**config.mk**
```make
export PLATFORM = sky130hd
export DESIGN_NAME = mvt_front
export DESIGN_NICKNAME = d
export VERILOG_FILES = /design/src/mvt_pkg.sv /design/src/mvt_front.sv
export SDC_FILE = /design/constraint.sdc
export NUM_CORES = 1
export LEC_CHECK = 0
export BUFFER_PORTS_ARGS = -buffer_cell sky130_fd_sc_hd__buf_2
export CAP_MARGIN = 10
export CORE_AREA = 5 5 184 221
export CTS_BUF_LIST = sky130_fd_sc_hd__clkbuf_4 sky130_fd_sc_hd__clkbuf_8
export CTS_CLUSTER_SIZE = 12
export DETAILED_ROUTE_END_ITERATION = 8
export DIE_AREA = 0 0 189 226
export GPL_TIMING_DRIVEN = 0
export PLACE_DENSITY = 0.78
export SYNTH_ARGS = -nofsm -noshare
export SYNTH_HDL_FRONTEND = slang
export SYNTH_SLANG_ARGS = --single-unit
```
**constraint.sdc**
```tcl
create_clock -name clk -period 6.2 [get_ports clk]
set_clock_uncertainty 0.2 [all_clocks]
set_input_delay 0.31 -clock clk [delete_from_list [all_inputs] [get_ports clk]]
set_output_delay 0.31 -clock clk [all_outputs]
set_load 0.02 [all_outputs]
```
**src/mvt_pkg.sv**
```systemverilog
// shared types and constants of the 4x4 matrix-vector transform engine
package mvt_pkg;

  localparam int unsigned DIM = 4;
  localparam int unsigned DATA_W = 32;
  localparam int unsigned ADDR_W = 4;
  localparam int unsigned PROD_W = 2 * DATA_W;
  localparam int unsigned PAIR_W = PROD_W + 1;
  localparam int unsigned SUM_W = PROD_W + 2;
  localparam int unsigned FRAC_W = 16;
  localparam int unsigned RND_W = SUM_W - FRAC_W;

  localparam int unsigned CMD_DEPTH = 4;
  localparam int unsigned CMD_PTR_W = $clog2(CMD_DEPTH);
  localparam int unsigned CMD_CNT_W = $clog2(CMD_DEPTH + 1);

  localparam int unsigned RES_DEPTH = 8;
  localparam int unsigned RES_PTR_W = $clog2(RES_DEPTH);
  localparam int unsigned RES_CNT_W = $clog2(RES_DEPTH + 1);

  localparam logic OP_LOAD = 1'b0;
  localparam logic OP_TRANSFORM = 1'b1;

  localparam logic signed [SUM_W-1:0] ROUND_HALF = SUM_W'(1) <<< (FRAC_W - 1);
  localparam logic signed [DATA_W-1:0] SAT_MAX = {1'b0, {(DATA_W - 1) {1'b1}}};
  localparam logic signed [DATA_W-1:0] SAT_MIN = {1'b1, {(DATA_W - 1) {1'b0}}};

  // classified command: for a load, comp[0] carries the element value
  typedef struct packed {
    logic                          is_xform;
    logic [ADDR_W-1:0]             addr;
    logic [DIM-1:0][DATA_W-1:0]    comp;
  } cmd_t;

  typedef struct packed {
    logic [DIM-1:0][DATA_W-1:0] value;
    logic                       saturated;
  } res_t;

  // handshake between command queue and back end
  typedef struct packed {
    logic valid;
    cmd_t cmd;
  } cmd_head_t;

endpackage

```
**src/mvt_front.sv**
```systemverilog
// front end: classifies incoming items and holds them in the command queue
module mvt_front (
  input  logic                     clk,
  input  logic                     rst,
  input  logic                     push,
  output logic                     full,
  input  logic                     opcode,
  input  logic [1:0]               row_index,
  input  logic [1:0]               col_index,
  input  logic signed [31:0]       element_value,
  input  logic signed [31:0]       vec_x,
  input  logic signed [31:0]       vec_y,
  input  logic signed [31:0]       vec_z,
  input  logic signed [31:0]       vec_w,
  output mvt_pkg::cmd_head_t       head,
  input  logic                     head_pop
);
  import mvt_pkg::*;

  cmd_t                 entry [CMD_DEPTH];
  logic [CMD_PTR_W-1:0] wr_ptr;
  logic [CMD_PTR_W-1:0] rd_ptr;
  logic [CMD_CNT_W-1:0] count;
  cmd_t                 classified;
  logic                 do_push;
  logic                 do_pop;

  always_comb begin
    classified = '0;
    unique case (opcode)
      OP_LOAD: begin
        classified.is_xform = 1'b0;
        classified.addr = {row_index, col_index};
        classified.comp[0] = element_value;
      end
      OP_TRANSFORM: begin
        classified.is_xform = 1'b1;
        classified.comp[0] = vec_x;
        classified.comp[1] = vec_y;
        classified.comp[2] = vec_z;
        classified.comp[3] = vec_w;
      end
      default: classified = '0;
    endcase
  end

  assign full = (count == CMD_CNT_W'(CMD_DEPTH));
  assign do_push = push && !full;
  assign do_pop = head_pop && (count != '0);
  assign head.valid = (count != '0);
  assign head.cmd = entry[rd_ptr];

  always_ff @(posedge clk) begin
    if (do_push) begin
      entry[wr_ptr] <= classified;
    end
  end

  always_ff @(posedge clk) begin
    if (rst) begin
      wr_ptr <= '0;
      rd_ptr <= '0;
      count <= '0;
    end else begin
      if (do_push) begin
        wr_ptr <= wr_ptr + CMD_PTR_W'(1);
      end
      if (do_pop) begin
        rd_ptr <= rd_ptr + CMD_PTR_W'(1);
      end
      case ({do_push, do_pop})
        2'b10: count <= count + CMD_CNT_W'(1);
        2'b01: count <= count - CMD_CNT_W'(1);
        default: count <= count;
      endcase
    end
  end

endmodule

```
# After elaboration in Yosys (flattened, before gate mapping)
# Memory sizes are Yosys's and may differ from the RTL's. A register that Yosys moved wholly into a read port is not among the register bits.
# Index checks and enable logic that the tools add are counted.
# totals
register_bits	7
ram_bits	532
memories	1
wordCells	26
# classes
n_reduce_logical	5
addsub	4
n_bitwise	1
muxes	9
n_eq_ne	3
# mem_list
name	words	word_bits	rd	rd_ports_with_merged_regs	write_ports	line	text
entry	4	133	1	1	1	mvt_front.sv:20	cmd_t entry [CMD_DEPTH];
# op_table
op	count
$mux W96	1
$pmux W32 S2	1
$pmux W3 S2	1
$add A2 B1 Y2 const B	2
$mux W2	2
$mux W4	1
$add A3 B1 Y3 const B	1
$eq A3 B3 Y1 const B	1
$reduce_bool A3 Y1	1
$sub A3 B1 Y3 const B	1
$eq A2 B1 Y1 const B	1
$eq A2 B2 Y1 const B	1
$logic_and A1 B1 Y1	2
$mux W1	2
$pmux W1 S2	1
$reduce_bool A2 Y1	1
$logic_not A1 Y1	1
$not A1 Y1	1

# Depth between registers and ports, before layout
# Gate-level depths: netlist (run 1).
# logic_depth
ltp_word	5
ltp_mapped	9

# Least setup slack after synthesis (run 1)
# No wires, ideal clock.
# synth_timing
path_type	register -> register
start	reg count[2]
end	mem entry[0][0] (netlist name) (enable)
setup_ns	0.508
path_buffers	0
t_arrival_ns	3.899
path_slack_ns	1.593
path_stages_with_launch	4
path_cell_list	dfxtp_1 -> nor3b_1 -> nor2_1 -> and2_1
# synth_via
elab_chain_cells	5
# synth_lines
item	line	text
start: declaration	mvt_front.sv:23	logic [CMD_CNT_W-1:0] count;
start signal: assignment	mvt_front.sv:72	2'b10: count <= count + CMD_CNT_W'(1);
start signal: assignment	mvt_front.sv:73	2'b01: count <= count - CMD_CNT_W'(1);
start signal: assignment	mvt_front.sv:74	default: count <= count;
$eq A3 B3 Y1	mvt_front.sv:47	assign full = (count == CMD_CNT_W'(CMD_DEPTH));
via full	mvt_front.sv:6	output logic full,
$logic_not A1 Y1	mvt_front.sv:48	assign do_push = push && !full;
$logic_and A1 B1 Y1	mvt_front.sv:48	
$mux W1	mvt_front.sv:54	if (do_push) begin
$mux W1 (implied by the code)	mvt_front.sv:55	entry[wr_ptr] <= classified;
end: declaration	mvt_front.sv:20	
# The timed path passes the listed nets, and every way through them passes these cells.

==> impl_metrics.tcl, run 1 <==
set metrics [dict create \
    cts.reportedPaths.clkPinSlew_ns 0.06 \
    clock_insertion_delay_worst_skew_ns 0.59 \
    run_status "finished clean" \
    critical_path_required_ns 5.69 \
    holdCritPathClass "flop to flop" \
    setup.worst_path.end_class "output port" \
    total_power_uw 10100 \
    die-width_um 189 \
    cts-buffers-inserted 81 \
    timing_hold_violations_final 0 \
    timing_worst_slew_pin_value_ns 0.890 \
    cts_setup_buffers 0 \
    mappedNetlistNets 1069 \
    yosys.cell_types.count 24 \
    clock-sinks 541 \
    setup_viol_count_final 0 \
    cts_max_path_buffers 3 \
    fp.dieArea_um2 42700 \
    drive_gt1_frac 0.416 \
    post-route-drc-count 0 \
    slew_headroom 0.407 \
    grt_setup_unrepaired "no" \
    power.ir.vdd_worst_mv 0.295 \
    track_usage 0.212 \
    worst_r2r_endpoint "entry[3][125]" \
    achievable-frequency_mhz 341 \
    cp-endpoint "head[130]" \
    netlist_top_cells_area "sky130_fd_sc_hd__edfxtp_1 (77%), sky130_fd_sc_hd__mux4_2 (14%), sky130_fd_sc_hd__and2_1 (3.0%), sky130_fd_sc_hd__mux2_2 (1.7%), sky130_fd_sc_hd__dfxtp_1 (0.87%)" \
    ant_nets 0 \
    die_height_um 226 \
    vias 10900 \
    finalMaxSlewViolations 0 \
    std_cell_rows 79 \
    worstSetupStartpointType "flop" \
    global_route.overflow_total 0 \
    setup_total_negative_slack_ns 0 \
    worst-r2r-cell-count 5 \
    synth_top_cell_area_share 0.772 \
    setup_slack_of_the_most_critical_reg_to_reg_path_ns 3.59 \
    ys_seq_area_frac 0.781 \
    layout.nets 1634 \
    area_growth_pct 27.2 \
    routed_via_density 5.44 \
    grt_antenna_before_repair 2 \
    wire_length_of_the_first_global_routing_pass_mm 68.1 \
    final_gp_congestion 0.725 \
    postSynthRegisterBits 541 \
    grt_pass1_vias 11800 \
    ctsResizeCount 0 \
    fp.coreArea_um2 38500 \
    first_pass_iters 4 \
    crit_fanout 10 \
    drt-wirelength-per-cell_um 22.7 \
    timing.setup.critical_path_class "flop to output port" \
    grt_max_degree 58 \
    half_perimeter_wire_length_after_placement_mm 26.8 \
    syn-instance-count 894 \
    final.period_utilization 0.473 \
    port-buffer-count 302 \
    final-seq-area_um2 16200 \
    multi_input_area_um2 4250 \
    clockRootBuffer "sky130_fd_sc_hd__clkbuf_8" \
    syn_area_per_cell_um2 23.1 \
    layout.core_utilization 0.685 \
    tritoncts "built" \
    drt_iter0_drc 747 \
    worst-endpoint-arrival_ns 2.42 \
    route.final.wire_length_mm 45.4 \
    cellLeakagePower_uw 0.00927 \
    start_util 0.538 \
    yosysTopAreaCell "sky130_fd_sc_hd__edfxtp_1" \
    yosysWarningCount 0 \
    nFillCells 2340 \
    number_of_h_tree_levels 3 \
    mappedNetlistArea_um2 20700 \
    cts_hold_bufs 170 \
    power_per_cell_area_nw_per_um2 382 \
    timing.max_cap.violations 0 \
    layout_min_cycle_time_ns 2.93 \
    io-pin-count 304 \
    r2r-start "count[1]" \
]
-- kinds of logic after synthesis --
| kind of cell | count (synthesis) | share of synthesized area |
|---|---|---|
| and+or+nand+nor | 117 | 0.0346 |
| muxes | 166 | 0.163 |
| xor gates and xnor gates | 4 | 0.00169 |
| AOI/OAI and AO/OA | 7 | 0.00206 |
| adders and majority gates | 6 | 0.00399 |
| buffers and inverters | 53 | 0.0140 |
| DFF | 541 | 0.781 |
-- final cells by class --
class / instances / share of cell area
timing repair buffer: 482 / 0.131
buffer: 46 / 0.0100
clock buffer: 108 / 0.0508
clock inverter: 31 / 0.00832
antenna: 2 / 0.000190
sequential: 541 / 0.614
tap: 486 / 0.0231
multi-input combinational: 300 / 0.162
inverter: 7 / 0.000998
-- metrics by stage --
stage / hold WS (ns) / area [µm²] / instances / setup WS [ns]
global placement: 0.295 / 22800 / 1682 / -0.985
finish: 0.321 / 26300 / 2003 / 3.27
global route: 0.296 / 26300 / 2003 / 3.12
detailed placement: 0.314 / 23100 / 1692 / 3.56
floorplan: 0.209 / 20700 / 894 / 1.59
CTS: 0.274 / 26300 / 2001 / 3.15
-- routing by layer --
metal  vias to the layer above  wire length [µm]  GRT usage
met1                      5548             16800      0.263
li1                       4824                 -          -
met4                         0              1520     0.0844
met2                       436             23800      0.364
met3                        93              3210     0.0526
met5                         -                 0          0
-- worst max-delay path, stage by stage, from the launching register on --
cell                      delay (ns)
sky130_fd_sc_hd__dfxtp_1        0.30
sky130_fd_sc_hd__buf_2          0.22
sky130_fd_sc_hd__buf_2          0.36
sky130_fd_sc_hd__buf_2          0.35
sky130_fd_sc_hd__mux4_2         0.39
sky130_fd_sc_hd__buf_2          0.19
-- power breakdown --
part | total, µW | leakage [µW] | switching (µW) | internal (µW)
logic | 2780 | 0.00343 | 1570 | 1210
registers | 4460 | 0.00503 | 77.2 | 4390
clock network | 2810 | 0.000813 | 1290 | 1520
total | 10100 | 0.00927 | 2940 | 7120
-- worst min-delay path by stage --
stage                   start       endpoint  depth (start not counted)  slack, ns
finish              rd_ptr[1]           flop                          2       0.32
global route           opcode  entry[0][132]                          2       0.30
CTS                    opcode  entry[1][132]                          2       0.27
detailed placement  rd_ptr[1]           flop                          2       0.31
global placement    wr_ptr[1]      wr_ptr[1]                          2       0.29
floorplan              opcode  entry[0][132]                          0       0.21
-- cells in the mapped netlist --
cell and number:
sky130_fd_sc_hd__nor3b_1 1, sky130_fd_sc_hd__o311ai_0 1, sky130_fd_sc_hd__dfxtp_1 9, sky130_fd_sc_hd__o31a_1 1
sky130_fd_sc_hd__o21ai_0 2, sky130_fd_sc_hd__a21oi_1 3, sky130_fd_sc_hd__buf_2 19, sky130_fd_sc_hd__inv_1 7
sky130_fd_sc_hd__nor2_1 7, sky130_fd_sc_hd__or3_1 3, sky130_fd_sc_hd__edfxtp_1 532, sky130_fd_sc_hd__mux2_2 32
sky130_fd_sc_hd__clkbuf_1 17, sky130_fd_sc_hd__and2_1 100, sky130_fd_sc_hd__fa_1 1, sky130_fd_sc_hd__xnor2_1 1
sky130_fd_sc_hd__mux2i_1 1, sky130_fd_sc_hd__nand2b_1 2, sky130_fd_sc_hd__nor2b_1 4, sky130_fd_sc_hd__ha_1 5
sky130_fd_sc_hd__buf_1 1, sky130_fd_sc_hd__buf_6 9, sky130_fd_sc_hd__mux4_2 133, sky130_fd_sc_hd__xor2_1 3
-- state kept, by name, indices dropped and copies added (netlist names), named ones only --
signal / count
count: 3
entry: 532
rd_ptr: 2
wr_ptr: 2
-- layout by cell type (no fill, tap or decap), types with 2 or more instances in the layout --
cell / n
sky130_fd_sc_hd__mux2_2: 32
sky130_fd_sc_hd__buf_2: 321
sky130_fd_sc_hd__ha_1: 5
sky130_fd_sc_hd__buf_16: 6
sky130_fd_sc_hd__clkbuf_4: 24
sky130_fd_sc_hd__nor2_1: 7
sky130_fd_sc_hd__diode_2: 2
sky130_fd_sc_hd__edfxtp_1: 532
sky130_fd_sc_hd__xor2_1: 3
sky130_fd_sc_hd__bufinv_16: 3
sky130_fd_sc_hd__clkinv_2: 6
sky130_fd_sc_hd__or3_1: 3
sky130_fd_sc_hd__and2_1: 96
sky130_fd_sc_hd__dfxtp_1: 9
sky130_fd_sc_hd__a21oi_1: 3
sky130_fd_sc_hd__buf_6: 9
sky130_fd_sc_hd__inv_1: 7
sky130_fd_sc_hd__and2_4: 4
sky130_fd_sc_hd__clkbuf_8: 84
sky130_fd_sc_hd__clkbuf_1: 17
sky130_fd_sc_hd__o21ai_0: 2
sky130_fd_sc_hd__dlygate4sd3_1: 170
sky130_fd_sc_hd__nor2b_1: 4
sky130_fd_sc_hd__nand2b_1: 2
sky130_fd_sc_hd__clkinv_1: 18
sky130_fd_sc_hd__clkinvlp_4: 3
sky130_fd_sc_hd__buf_12: 4
sky130_fd_sc_hd__mux4_2: 133
Note: power is estimated with default switching activity, not from simulation.
==> run 2, diff against run 1 <==
--- a/config.mk
+++ b/config.mk
@@ -7,13 +7,13 @@
 export LEC_CHECK = 0
 export BUFFER_PORTS_ARGS = -buffer_cell sky130_fd_sc_hd__buf_2
 export CAP_MARGIN = 10
-export CORE_AREA = 5 5 184 221
+export CORE_AREA = 5 5 187 225
 export CTS_BUF_LIST = sky130_fd_sc_hd__clkbuf_4 sky130_fd_sc_hd__clkbuf_8
 export CTS_CLUSTER_SIZE = 12
 export DETAILED_ROUTE_END_ITERATION = 8
-export DIE_AREA = 0 0 189 226
+export DIE_AREA = 0 0 192 230
 export GPL_TIMING_DRIVEN = 0
-export PLACE_DENSITY = 0.78
+export PLACE_DENSITY = 0.79
 export SYNTH_ARGS = -nofsm -noshare
 export SYNTH_HDL_FRONTEND = slang
 export SYNTH_SLANG_ARGS = --single-unit
==> constraint.sdc (replaced) <==
create_clock -name clk -period 2.65 [get_ports clk]
set_clock_uncertainty 0.2 [all_clocks]
set_input_delay 0.1325 -clock clk [delete_from_list [all_inputs] [get_ports clk]]
set_output_delay 0.1325 -clock clk [all_outputs]
set_load 0.02 [all_outputs]
==> run 2 against run 1 <==
Register-to-register slack got worse by 3.4 ns. Cell count rose by 2.4%. Via count hardly changed. Die area increased by 3.4%. Core utilization fell by 1.7 points. First-iteration DRC count fell by 32%. Worst hold slack worse by 0.10 ns. Critical endpoint is now head[119]. Largest cell class unchanged.
==> impl_metrics.tcl, run 2 (synthesis results as in run 1) <==
set metrics [dict create \
    largest_register_ff_count 532 \
    drive_gt1_frac 0.419 \
    nFillCells 2480 \
    routed_via_density 5.31 \
    die_height_um 230 \
    drt-wirelength-per-cell_um 21.9 \
    layout_common_cells "sky130_fd_sc_hd__edfxtp_1 (532), sky130_fd_sc_hd__buf_2 (312), sky130_fd_sc_hd__dlygate4sd3_1 (169)" \
    grt_max_degree 53 \
    fp.dieArea_um2 44200 \
    std_cell_rows 80 \
    run_status "finished clean" \
    top_regs "entry x532, count x3" \
    power.ir.vdd_worst_mv 0.611 \
    finalMaxSlewViolations 0 \
    route.final.wire_length_mm 45.0 \
    drt_iter0_drc 509 \
    setup.worst_path.end_class "output port" \
    worstSetupStartpointType "flop" \
    timing_worst_slew_pin_value_ns 0.813 \
    pre_cts_slack_ns 0.0378 \
    worst-endpoint-arrival_ns 2.22 \
    layout.nets 1629 \
    final_gp_congestion 0.725 \
    setup_viol_count_final 0 \
    part_of_the_total_power_dissipated_in_the_clock_network 0.278 \
    port-buffer-count 302 \
    hold_path_end "entry[3][75]" \
    final_common_cell "sky130_fd_sc_hd__edfxtp_1" \
    hold_slack_ns 0.221 \
    largest-register "entry" \
    cellLeakagePower_uw 0.00929 \
    min_path_cells 3 \
    cts-buffers-inserted 80 \
    global_route.overflow_total 0 \
    ant_nets 0 \
    cts_setup_buffers 0 \
    critical_path_required_ns 2.32 \
    crit_fanout 10 \
    wire_length_of_the_first_global_routing_pass_mm 68.7 \
    cts_max_path_buffers 3 \
    die-width_um 192 \
    tritoncts "built" \
    fp.coreArea_um2 39500 \
    achievable-frequency_mhz 392 \
    clockRootBuffer "sky130_fd_sc_hd__clkbuf_8" \
    internal_power_uw 16700 \
    grt_pass1_vias 12100 \
    worst_r2r_endpoint "entry[2][110]" \
    worst-r2r-cell-count 4 \
    half_perimeter_wire_length_after_placement_mm 26.6 \
    power_per_cell_area_nw_per_um2 891 \
    slew_headroom 0.458 \
    start_util 0.523 \
    final.period_utilization 0.962 \
    timing.setup.critical_path_class "flop to output port" \
    number_of_h_tree_levels 3 \
    post-route-drc-count 0 \
    total_power_uw 23500 \
    setup_slack_of_the_most_critical_reg_to_reg_path_ns 0.14 \
    layout_min_cycle_time_ns 2.55 \
    clock_insertion_delay_worst_skew_ns 0.60 \
    sw_share 0.292 \
    area_growth_pct 27.7 \
    first_pass_iters 5 \
    p_switching_uw 6860 \
    cts.reportedPaths.clkPinSlew_ns 0.06 \
    grt_antenna_before_repair 2 \
    worstHoldStart "vec_z[11]" \
    holdCritPathClass "input port to flop" \
    power_frac_comb 0.278 \
    final-seq-area_um2 16200 \
    clock-sinks 541 \
    layout.core_utilization 0.668 \
    timing_hold_violations_final 0 \
    setup_total_negative_slack_ns 0 \
    r2r-start "count[1]" \
    seqPwrFrac 0.444 \
    worst_slack_ns 0.101 \
    multi_input_area_um2 4260 \
    vias 10900 \
    io-pin-count 304 \
    track_usage 0.206 \
    timing.max_cap.violations 0 \
]
## run 2: power by group through the flow
stage,logic [µW],clock network [µW],registers (µW)
after floorplan,4310,0,10600
after global placement,6210,0,10700
after detailed placement,6330,0,10600
after CTS,6590,6720,10500
after global routing,6960,7150,10500
final,6540,6550,10400
## run 2: layout make-up
| type | instances | area share |
|---|---|---|
| antenna | 2 | 0.000190 |
| buffer | 45 | 0.0118 |
| clock buffer | 110 | 0.0516 |
| clock inverter | 35 | 0.00777 |
| inverter | 7 | 0.000995 |
| multi-input combinational | 300 | 0.161 |
| sequential | 541 | 0.612 |
| tap | 533 | 0.0253 |
| timing repair buffer | 479 | 0.129 |
## run 2: worst max path at each step
stage,from,end,cells past startpoint
after floorplan,count[2],entry[0][0],3
after global placement,count[0],entry[2][107],3
after detailed placement,count[0],entry[2][104],4
after CTS,flop,head[66],5
after global routing,flop,head[24],4
final,flop,head[119],5
## run 2: timing repair
action | CTS | global route
pin swaps | 0 | 2
hold buffers | 169 | 0
resized for setup | 7 | 18
endpoints found under the setup margin | 100 | 384
hold endpoints to repair | 541 | 0
## run 2: metal layers
layer / vias up / global-route usage / part of all wire
met1: 5544 / 0.252 / 0.38
met2: 429 / 0.355 / 0.52
met3: 91 / 0.0469 / 0.067
met5: - / 0 / 0
li1: 4836 / - / -
met4: 0 / 0.0854 / 0.033
## run 2: per-stage QoR
step	cells	instance area (µm²)
after global placement	1729	22900
after floorplan	894	20700
after CTS	2051	26400
after global routing	2051	26400
final	2052	26400
after detailed placement	1737	23100
## run 2: worst max-delay path, stage by stage, from the launching register on
cell and delay, ns:
sky130_fd_sc_hd__dfxtp_1 0.30, sky130_fd_sc_hd__buf_2 0.21, sky130_fd_sc_hd__buf_6 0.23, sky130_fd_sc_hd__buf_2 0.30, sky130_fd_sc_hd__mux4_2 0.38, sky130_fd_sc_hd__buf_2 0.18
