### src/mvt_pkg.sv
// shared types and constants of the 4x4 matrix-vector transform engine
package mvt_pkg;

  localparam int unsigned DIM = 4;
  localparam int unsigned DATA_W = 32;
  localparam int unsigned ADDR_W = 4;
  localparam int unsigned PROD_W = 2 * DATA_W;
  localparam int unsigned PAIR_W = PROD_W + 1;
  localparam int unsigned SUM_W = PROD_W + 2;
  localparam int unsigned FRAC_W = 16;
  localparam int unsigned RND_W = SUM_W - FRAC_W;

  localparam int unsigned CMD_DEPTH = 4;
  localparam int unsigned CMD_PTR_W = $clog2(CMD_DEPTH);
  localparam int unsigned CMD_CNT_W = $clog2(CMD_DEPTH + 1);

  localparam int unsigned RES_DEPTH = 8;
  localparam int unsigned RES_PTR_W = $clog2(RES_DEPTH);
  localparam int unsigned RES_CNT_W = $clog2(RES_DEPTH + 1);

  localparam logic OP_LOAD = 1'b0;
  localparam logic OP_TRANSFORM = 1'b1;

  localparam logic signed [SUM_W-1:0] ROUND_HALF = SUM_W'(1) <<< (FRAC_W - 1);
  localparam logic signed [DATA_W-1:0] SAT_MAX = {1'b0, {(DATA_W - 1) {1'b1}}};
  localparam logic signed [DATA_W-1:0] SAT_MIN = {1'b1, {(DATA_W - 1) {1'b0}}};

  // classified command: for a load, comp[0] carries the element value
  typedef struct packed {
    logic                          is_xform;
    logic [ADDR_W-1:0]             addr;
    logic [DIM-1:0][DATA_W-1:0]    comp;
  } cmd_t;

  typedef struct packed {
    logic [DIM-1:0][DATA_W-1:0] value;
    logic                       saturated;
  } res_t;

  // handshake between command queue and back end
  typedef struct packed {
    logic valid;
    cmd_t cmd;
  } cmd_head_t;

endpackage

### src/mvt_res_queue.sv
// result queue between the back end and the output ports
module mvt_res_queue (
  input  logic                          clk,
  input  logic                          rst,
  input  logic                          wr_valid,
  input  mvt_pkg::res_t                 wr_data,
  output logic [mvt_pkg::RES_CNT_W-1:0] count,
  output logic                          empty,
  input  logic                          pop,
  output mvt_pkg::res_t                 head
);
  import mvt_pkg::*;

  res_t                 entry [RES_DEPTH];
  logic [RES_PTR_W-1:0] wr_ptr;
  logic [RES_PTR_W-1:0] rd_ptr;
  logic                 do_pop;

  assign empty = (count == '0);
  assign do_pop = pop && !empty;
  assign head = entry[rd_ptr];

  // the back end never writes without a free slot
  always_ff @(posedge clk) begin
    if (wr_valid) begin
      entry[wr_ptr] <= wr_data;
    end
  end

  always_ff @(posedge clk) begin
    if (rst) begin
      wr_ptr <= '0;
      rd_ptr <= '0;
      count <= '0;
    end else begin
      if (wr_valid) begin
        wr_ptr <= wr_ptr + RES_PTR_W'(1);
      end
      if (do_pop) begin
        rd_ptr <= rd_ptr + RES_PTR_W'(1);
      end
      case ({wr_valid, do_pop})
        2'b10: count <= count + RES_CNT_W'(1);
        2'b01: count <= count - RES_CNT_W'(1);
        default: count <= count;
      endcase
    end
  end

endmodule

### config.mk
export PLATFORM = sky130hd
export DESIGN_NAME = mvt_res_queue
export DESIGN_NICKNAME = d
export VERILOG_FILES = /design/src/mvt_pkg.sv /design/src/mvt_res_queue.sv
export SDC_FILE = /design/constraint.sdc
export NUM_CORES = 1
export LEC_CHECK = 0
export BUFFER_PORTS_ARGS = -buffer_cell sky130_fd_sc_hd__buf_2
export CORE_ASPECT_RATIO = 1.4
export CORE_UTILIZATION = 30
export DETAILED_ROUTE_END_ITERATION = 10
export GPL_TIMING_DRIVEN = 0
export PLACE_DENSITY = 0.49
export SYNTH_ARGS = -nofsm -noshare
export SYNTH_HDL_FRONTEND = slang
export SYNTH_SLANG_ARGS = --single-unit
export TNS_END_PERCENT = 10
### constraint.sdc
create_clock -name clk -period 23.3 [get_ports clk]
set_clock_uncertainty 0.1 [all_clocks]
set_input_delay 4.66 -clock clk [delete_from_list [all_inputs] [get_ports clk]]
set_output_delay 4.66 -clock clk [all_outputs]
set_load 0.02 [all_outputs]
### Yosys cells after proc, flatten, opt, wreduce, memory -nomap -nowiden

Memories as Yosys holds them, arrays and structs flattened. A register that Yosys moved wholly into a read port is not among the register bits.
Cells that the tools add are included.
Widths: inputs -> output; s select.

* output and inout port bits: 134
* memories: 1
* logic and storage cells: 19
* bits in registers: 10
* RAM bits: 1032
* input bits: 133

* equal/unequal tests: 2
* muxes and demuxes: 5
* reduce and logical (&&, ||, !) cells: 4
* $add $sub $neg: 4

Memory list
* entry: depth 8, width 129, read ports 1, clocked after memory_dff 1, wr ports 1, RTL line mvt_res_queue.sv:14 `res_t entry [RES_DEPTH];`

Operators by type and width (count)
* $pmux 4 s2: 1
* $add 3x1->3 const B: 2
* $mux 3: 2
* $add 4x1->4 const B: 1
* $logic_not 4->1: 1
* $sub 4x1->4 const B: 1
* $eq 2x1->1 const B: 1
* $eq 2x2->1 const B: 1
* $mux 1: 2
* $reduce_bool 2->1: 1
* $logic_and 1x1->1: 1
* $logic_not 1->1: 1

### Longest topological paths before layout

Gate-level depths: netlist of the first run.

* depth in word-level cells: 5
* depth in mapped cells: 9
* mapped depth without buffers: 8

### Least setup slack after synthesis of the first run

Ideal clock, no wire load.

* path type: in2reg
* from: in wr_valid
* to: mem entry[0][0] (netlist bit) (enable)
* buffers on the path: 0
* arrival time: 13.478 ns
* path slack: 8.946 ns
* stages: 2
* setup time: 0.776 ns
* data required time: 22.424 ns
* cells stage by stage: nand2b_1 nor3_1

* word-level cells in the longest chain between the ends: 2

Ends and longest elaborated chain
* start, declared: RTL line mvt_res_queue.sv:5 `input logic wr_valid,`
* $mux 1: RTL line mvt_res_queue.sv:25 `if (wr_valid) begin`
* $mux 1 (not written as such): RTL line mvt_res_queue.sv:26 `entry[wr_ptr] <= wr_data;`
* end, declared: RTL line mvt_res_queue.sv:14

Every way passes these cells.

==> results.tsv, run 1 <==
metric	value	unit
critPathCapture	head[62]	
cpPeakStageDelay	0.93	ns
crit_buf_inv	4	
firstDrtPassIters	5	
p_int	3390	uW
regArea	31300	sq um
ctsResizeCount	0	
layout_setup_ws	15.04	ns
setup_violations	0	
pwr-share-seq	47.0	%
vias	18000	
hpwl	62500	um
io_pins	267	
ys_ff_latch	1045	
drt_iter0_markers	1205	
power_density	93.9	nW/um^2
min_period_over_period	35.4	%
critPathArrivalTime	3.50	ns
place_inst	3657	
cts.htree.levels	3	
synth_edf_count	1032	
required	18.54	ns
min_from	rd_ptr[1]$_SDFFE_PP0N_	
rr_worst_depth	9	
grt_pass1_wl	136000	um
rows	157	
leakagePower	0.0154	uW
slew_headroom	17.2	%
synth_top_area_share	77.9	%
yosysMostFrequentCell	edfxtp_1	
clk_path_buf_depth	3	
fin_nets	2151	
path_class	flip-flop to output pin	
async_reset_ff_share	0	%
synthesis.area	39800	sq um
multiInputGateArea	8070	sq um
area_growth	20.7	%
pwr-share-clk	36.9	%
whs	0.412	ns
synth_top_cells_by_area	edfxtp_1, mux4_2, mux4_1	
worst_path_max_delay_cell	clkbuf_1	
track_usage	14.4	%
r2r_end	entry[0][88]$_DFFE_PP_	
run_status	finished, final reports clean	
die_w	310	um
worstMarginPinSlew	1.24	ns
overflow	0	
regToRegSetupSlack	20.30	ns
cp_max_fo	10	
cp_top_family	buffers and inverters	
start_util	30.3	%
synthTopCellsByCount	edfxtp_1, mux4_2, mux2_2, mux4_1	
final-instance-count-excl-fill	3855	
maxCapViolCount	0	
grt_max_degree	24	
dp_worst_setup_slack	15.66	ns
worst-path-stages	6	
ctsHoldBuffers	0	
die_h	433	um
peakVddDrop	0.0000573	V
drc	0	
wire_per_inst	24.8	um
synth_fp_nets	1702	
drt_wl_total	95800	um
dieArea	134000	sq um
worstPathCellList	buf_2 > clkbuf_1 > buf_2 > mux4_1 > mux2_2 > buf_2	
comb_power_share	16.1	%
numClockSinks	1045	
yosys.area.top_type	edfxtp_1	
post_cts_buffers	0	
syn_area_per_cell	25.4	sq um
slew_violations	0	
cts_tree	done	
switching_share	24.9	%
ys_seq_area_share	78.5	%
fillCellCount	12100	
path_common_cell	buf_2	
ys.flop_type	edfxtp_1	
ctsRootBufferMaster	clkbuf_16	
synthCells	1564	
ys_warn_count	0	
synthDistinctLibCells	30	
grt_setup_unrepaired	no	
cts.reportedPaths.clkPinSlew	0.06	ns
core_area	131000	sq um
hold_class	flip-flop to flip-flop	
insertion_delay	0.71	ns
end_kind	output pin	
hold_violations	0	
antenna_found_initial	32	
via_per_inst	4.66	
switching_power	1120	uW
rr_startpoint	wr_ptr[0]$_SDFFE_PP0P_	
ant_nets	0	
layout-drive-gt1-share	40.1	%
finalCriticalPeriod	8.26	ns
fmax	121	MHz
port-buffer-count	266	
grt_pass1_vias	19300	
start_kind	flip-flop	
cts_inserted_buffers	103	
place.gp.congestion	0.688	
through the flow:
step / instance area [sq um] / util, % / setup TNS, ns / power (uW)
final: 48100 / 36.6 / 0 / 4510
after global routing: 48000 / 36.6 / 0 / 4680
after CTS: 48000 / 36.6 / 0 / 4590
after detailed placement: 44700 / 34.0 / 0 / 2910
after global placement: 43300 / 33.0 / -708.02 / 2910
after floorplan: 39800 / - / 0 / 2650
worst min-delay path, delay by kind of cell (launching register included):
family          cells  cell delay, ns
flops               1            0.31
simple gates        1            0.07
compound gates      1            0.07
metal layers:
| metal | part of all wire (%) | global-route usage (%) | routed length [um] |
|---|---|---|---|
| met4 | 2.4 | 4.89 | 2340 |
| met5 | 0.22 | 0 | 215 |
| met1 | 41 | 17.5 | 39000 |
| met2 | 51 | 24.6 | 48400 |
| met3 | 6.0 | 3.71 | 5740 |
cell type report:
type                            instances  area share [%]
Tap cell                             1749            4.55
Sequential cell                      1045            65.0
Buffer                                 75            1.11
Antenna cell                            5          0.0260
Clock buffer                          121            5.50
Timing Repair Buffer                  344            5.48
Inverter                                1         0.00781
Clock inverter                         72            1.50
Multi-Input combinational cell        443            16.8
state kept, by name, indices dropped and copies added, names as in the netlist, named ones only:
name,flops
wr_ptr,3
entry,1032
count,4
rd_ptr,3
worst min-delay path by stage:
stage | to | slack [ns] | cells past startpoint
CTS | wr_ptr[0]$_SDFFE_PP0P_ | 0.42 | 2
floorplan | wr_ptr[0]$_SDFFE_PP0P_ | 0.36 | 2
global route | rd_ptr[1]$_SDFFE_PP0N_ | 0.45 | 2
detailed placement | wr_ptr[0]$_SDFFE_PP0P_ | 0.41 | 2
global placement | wr_ptr[0]$_SDFFE_PP0P_ | 0.39 | 2
finish | rd_ptr[1]$_SDFFE_PP0N_ | 0.41 | 2
layout by cell type, fill, tap and decap left out, types with 2 or more instances in the layout:
cell and instances:
mux4_2 154, nor3_2 2, mux4_1 104, ha_1 5
clkbuf_1 37, nand2_1 7, nand2b_1 4, buf_4 2
clkbuf_16 103, mux2_2 130, buf_6 54, edfxtp_1 1032
o21ai_0 3, buf_12 32, inv_16 2, inv_6 2
clkinv_8 2, buf_8 8, dfxtp_1 13, a21oi_1 4
xor2_1 5, clkinvlp_4 10, clkinv_1 18, nor2_4 6
nor2b_1 2, buf_1 5, diode_2 5, bufinv_16 12
nor2_1 8, mux2i_1 2, clkinv_2 26, buf_2 289
buf_16 8
cells by family after synthesis:
logic type	share of synthesized area, %
buffers and inverters	1.35
XOR/XNOR	0.132
AND/OR/NAND/NOR	0.396
flip-flops	78.5
AO/OA/AOI/OAI	0.135
adder cells (fa/ha/maj)	0.157
multiplexers	19.3
power by group through the flow:
stage	clock network, uW	logic [uW]	registers (uW)
4_1_cts	1710	755	2120
5_1_grt	1780	782	2120
3_5_place_dp	0	752	2160
3_3_place_gp	0	730	2180
6_report	1660	727	2120
2_1_floorplan	0	478	2170
(Power assumes the default switching activity.)
==> run 2: changes to the inputs <==
clock period = 8.1 ns   (was 23.3 ns; I/O delays follow)
==> run 2 against run 1 <==
The run now ends with max-capacitance violations, max-slew violations left. Cell area barely moved. Via count about the same. Hold slack worse by 0.020 ns. Critical path type unchanged. Clock power grew to 2.8 times the previous value. Sequential share of layout area hardly changed. Clock-buffer cell count increased by 7. Largest cell class unchanged. Largest power group unchanged.
==> results.tsv, run 2 (synthesis gave the netlist of run 1 again) <==
metric	value	unit	change
grt_pass1_wl	139000	um	+1.6%
fillCellCount	12200		+0.33%
finalCriticalPeriod	5.40	ns	
antenna_found_initial	35		+9.4%
cts.htree.levels	3		unchanged
start_util	30.3	%	unchanged
rr_worst_depth	7		-2
die_h	433	um	unchanged
rr_startpoint	wr_ptr[0]$_SDFFE_PP0P_		
vias	18000		-0.028%
cts.reportedPaths.clkPinSlew	0.06	ns	about the same
io_pins	267		unchanged
clk_path_buf_depth	3		unchanged
ctsResizeCount	0		unchanged
largest_register_ffs	1032		unchanged
start_kind	flip-flop		
layout_common_cells	edfxtp_1, buf_2, mux4_2, mux2_2, clkbuf_16		
hold_depth	2		unchanged
cts_tree	done		
whs	0.392	ns	-0.0205 ns
dieArea	134000	sq um	unchanged
min_from	wr_ptr[0]$_SDFFE_PP0P_		
slew_violations	10		+10
cts_inserted_buffers	103		unchanged
ctsRootBufferMaster	clkbuf_16		
fmax	185	MHz	
via_per_inst	4.68		+0.39%
reg_top3	entry (1032), count (4)		
final_area	48000	sq um	about the same
critPathArrivalTime	3.68	ns	+0.18 ns
drc	0		unchanged
rows	157		unchanged
final_common_cell	edfxtp_1		
numClockSinks	1045		unchanged
grt_pass1_vias	19600		+1.8%
drt_iter0_markers	1222		+1.4%
hold_violations	0		unchanged
run_status	complete, but fails checks		
core_area	131000	sq um	unchanged
cp_max_fo	10		unchanged
worstMarginPinSlew	1.50	ns	+0.258 ns
hpwl	63200	um	+1.1%
track_usage	14.6	%	+0.25 points
port-buffer-count	266		unchanged
maxCapViolCount	1		+1
post_cts_buffers	0		unchanged
layout-drive-gt1-share	39.4	%	-0.72 points
place.gp.congestion	0.697		+1.3%
overflow	0		unchanged
slew_headroom	-0.0498	%	-17 points
dpl-instance-area	44700	sq um	+0.12%
peakVddDrop	0.000214	V	+270%
die_w	310	um	unchanged
required	6.38	ns	-12.16 ns
area_growth	20.7	%	about the same
grt_setup_unrepaired	no		
drt_wl_total	97100	um	+1.4%
end_kind	output pin		
min_period_over_period	66.6	%	
firstDrtPassIters	4		-1
r2r_end	entry[0][103]$_DFFE_PP_		
regToRegSetupSlack	5.29	ns	-15.01 ns
regMostFlops	entry		
setup_violations	0		unchanged
power_density	269	nW/um^2	+190%
ant_nets	0		unchanged
grt_max_degree	23		-4.2%
leakagePower	0.0154	uW	-0.20%
ctsHoldBuffers	0		unchanged
violations	max-capacitance violations, max-slew violations		
insertion_delay	0.69	ns	-0.02 ns
wire_per_inst	25.3	um	+1.8%
hold_class	flip-flop to flip-flop		
holdPathEnd	wr_ptr[0]$_SDFFE_PP0P_		
path_class	flip-flop to output pin		
fin_nets	2144		-0.33%
## run 2: cell types whose count changed in the layout (fill, tap and decap cells not counted), moves of 2 or more
cell        delta
buf_16         +7
buf_6         -14
clkbuf_1       +5
clkbuf_16      +2
clkinv_2      -10
clkinvlp_4     -5
inv_16         -2
inv_6          +3
## run 2: cell type report
class,count,area [sq um],area share [%]
Inverter,1,3.75,0.00781
Buffer,75,534,1.11
Sequential cell,1045,31300,65.1
Antenna cell,4,10.0,0.0208
Tap cell,1749,2190,4.56
Clock buffer,128,2710,5.65
Multi-Input combinational cell,443,8070,16.8
Timing Repair Buffer,337,2680,5.58
Clock inverter,57,579,1.21
## run 2: per-stage QoR
step	instances	TNS, ns	setup slack, ns	power, uW	util (%)
2_1_floorplan	1564	-411.67	-3.19	7610	-
3_3_place_gp	3579	-8473.96	-15.50	8360	33.0
3_5_place_dp	3650	0	3.43	8390	34.1
4_1_cts	3835	0	2.61	13200	36.6
5_1_grt	3837	0	2.62	13400	36.6
6_report	3839	0	2.70	12900	36.6
## run 2: critical path, cell delays in order, from the launching register on
cell and delay, ns:
dfxtp_1 0.31, buf_2 0.19, clkbuf_1 1.11, buf_2 0.52, mux4_2 0.37, mux2_2 0.28
buf_2 0.19
## run 2: power breakdown
part           internal [uW]  switching (uW)
registers               6060            32.5
clock network           2720            2000
logic                    954            1160
## run 2: per-layer routing
layer / wire length (um) / part of all wire [%] / track usage (%)
met5: 204 / 0.21 / 0
met4: 2760 / 2.8 / 5.24
met3: 5440 / 5.6 / 3.73
met2: 50100 / 52 / 25.6
met1: 38700 / 40 / 17.2
## run 2: worst max path at each step
| stage | cells past startpoint | endpoint | from | slack (ns) |
|---|---|---|---|---|
| final | 6 | head[77] | flip-flop | 2.70 |
| after global routing | 6 | head[77] | flip-flop | 2.62 |
| after CTS | 6 | head[77] | flip-flop | 2.61 |
| after detailed placement | 6 | head[77] | flip-flop | 3.43 |
| after global placement | 3 | entry[1][90]$_DFFE_PP_ | wr_valid | -15.50 |
| after floorplan | 2 | entry[1][0]$_DFFE_PP_ | wr_valid | -3.19 |
==> run 3: changes to the inputs <==
clock period = 5.6 ns   (was 8.1 ns; I/O delays follow)
==> run 3 against run 2 <==
The run now ends clean. Register-to-register slack worse by 2.4 ns. Cell count decreased by 0.26%. Routed wire length fell by 1.9%. Cell area hardly changed. Global-route usage shrank 0.32 points. Clock-buffer cell count is 5 lower. Critical path type unchanged. Critical endpoint is now head[41]. Non-clock buffer count fell by 9.
==> results.tsv, run 3 (synthesis gave the netlist of run 1 again) <==
metric	value	unit	change
insertion_delay	0.71	ns	+0.02 ns
worstPathCellList	buf_2 > buf_2 > buf_1 > mux4_1 > mux2_2 > buf_2		
layout_setup_ws	0.989	ns	-1.71 ns
peakVddDrop	0.000283	V	+33%
wl_met1	38900	um	+0.77%
layout_common_cells	edfxtp_1, buf_2, mux4_2, mux2_2, clkbuf_16		
grt_max_degree	23		unchanged
slew_violations	0		-10
highest_layer	met5		
leakagePower	0.0154	uW	about the same
power_density	389	nW/um^2	+45%
place.gp.congestion	0.688		-1.4%
wire_per_inst	24.9	um	-1.7%
cts.htree.levels	3		unchanged
start_util	30.3	%	unchanged
largest_register_ffs	1032		unchanged
setup_violations	0		unchanged
regArea	31300	sq um	unchanged
cp_max_fo	10		unchanged
grt_pass1_vias	19300		-1.6%
io_pins	267		unchanged
grt_pass1_wl	136000	um	-2.1%
finalCriticalPeriod	4.61	ns	
cts_inserted_buffers	104		+0.97%
wl_met3	5050	um	-7.3%
layout-drive-gt1-share	39.2	%	-0.17 points
hpwl	61300	um	-3.0%
overflow	0		unchanged
multiInputGateArea	8080	sq um	about the same
cts.reportedPaths.clkPinSlew	0.06	ns	about the same
vias	17800		-1.1%
numClockSinks	1045		unchanged
ctsRootBufferMaster	clkbuf_16		
antenna_found_initial	21		-40%
dieArea	134000	sq um	unchanged
final_common_cell	edfxtp_1		
reg_top3	entry (1032), count (4)		
min_period_over_period	82.3	%	
drt_wl_total	95300	um	-1.9%
slew_headroom	29.4	%	+29 points
end_kind	output pin		
die_h	433	um	unchanged
fin_nets	2136		-0.37%
regMostFlops	entry		
maxCapViolCount	0		-1
hold_class	flip-flop to flip-flop		
worstMarginPinSlew	1.06	ns	-0.441 ns
wl_met2	49000	um	-2.1%
dpl-instance-area	44800	sq um	about the same
cpPeakStageDelay	0.78	ns	-0.33 ns
die_w	310	um	unchanged
run_status	finished, final reports clean		
worst_path_max_delay_cell	buf_1		
fmax	217	MHz	
track_usage	14.3	%	-0.32 points
ctsResizeCount	0		unchanged
fillCellCount	12100		-0.41%
required	4.38	ns	-2.00 ns
final_area	48100	sq um	about the same
start_kind	flip-flop		
area_growth	20.8	%	about the same
core_area	131000	sq um	unchanged
port-buffer-count	266		unchanged
drc	0		unchanged
grt_setup_unrepaired	no		
drt_iter0_markers	1035		-15%
via_per_inst	4.64		-0.80%
power	18700	uW	+45%
path_class	flip-flop to output pin		
dp_worst_setup_slack	1.49	ns	-1.94 ns
path_common_cell	buf_2		
cts_tree	done		
critPathArrivalTime	3.39	ns	-0.29 ns
ctsHoldBuffers	0		unchanged
clk_path_buf_depth	3		unchanged
ant_nets	0		unchanged
firstDrtPassIters	4		unchanged
hold_violations	0		unchanged
rows	157		unchanged
post_cts_buffers	0		unchanged
run 3: changes by cell type in the layout (fill, tap and decap cells not counted), sizes merged:
| cell | previous run | this run |
|---|---|---|
| buf | 391 | 382 |
| bufinv | 11 | 10 |
| clkbuf | 147 | 142 |
| clkinv | 36 | 41 |
| clkinvlp | 5 | 4 |
| diode | 4 | 3 |
| inv | 6 | 8 |
run 3: path summary, 6_finish.rpt:
| kind | end | slack [ns] | startpoint | cells after the start |
|---|---|---|---|---|
| max | head[41] | 0.99 | flip-flop | 6 |
| min | wr_ptr[0]$_SDFFE_PP0P_ | 0.41 | wr_ptr[0]$_SDFFE_PP0P_ | 2 |
| max reg2reg | entry[7][68]$_DFFE_PP_ | 2.93 | wr_ptr[1]$_SDFFE_PP0P_ | 6 |
| min reg2reg | wr_ptr[0]$_SDFFE_PP0P_ | 0.41 | wr_ptr[0]$_SDFFE_PP0P_ | 2 |
run 3: worst max-delay path, delay by kind of cell, from the launching register on:
| kind | cells | cell delay, ns |
|---|---|---|
| buffers and inverters | 4 | 1.63 |
| muxes | 2 | 0.73 |
| DFF | 1 | 0.30 |
run 3: report_power, final:
part / internal, uW / total [uW] / switching (uW)
sequential: 8770 / 8820 / 47.8
combinational: 1380 / 3030 / 1660
clock: 3910 / 6860 / 2940
total: 14100 / 18700 / 4650
run 3: final cells by class:
cell class                      count  share of cell area (%)
Sequential cell                  1045                    65.0
Multi-Input combinational cell    443                    16.8
Clock buffer                      123                    5.65
Timing Repair Buffer              328                    5.61
Tap cell                         1749                    4.55
Clock inverter                     62                    1.22
Buffer                             75                    1.11
Antenna cell                        3                  0.0156
Inverter                            1                 0.00781
run 3: per-stage QoR:
step / std cells / hold WS (ns) / setup TNS (ns) / utilization (%)
after floorplan: 1564 / 0.362 / -1657.62 / -
after global placement: 3579 / 0.387 / -9008.32 / 33.0
after detailed placement: 3641 / 0.402 / 0 / 34.1
after CTS: 3826 / 0.409 / 0 / 36.6
after global routing: 3827 / 0.439 / 0 / 36.6
final: 3829 / 0.410 / 0 / 36.6
run 3: routing by layer:
metal	up-vias	track usage [%]
met5	-	0
met4	18	4.64
met3	152	3.47
met2	374	25.0
met1	9522	17.2
li1	7716	-
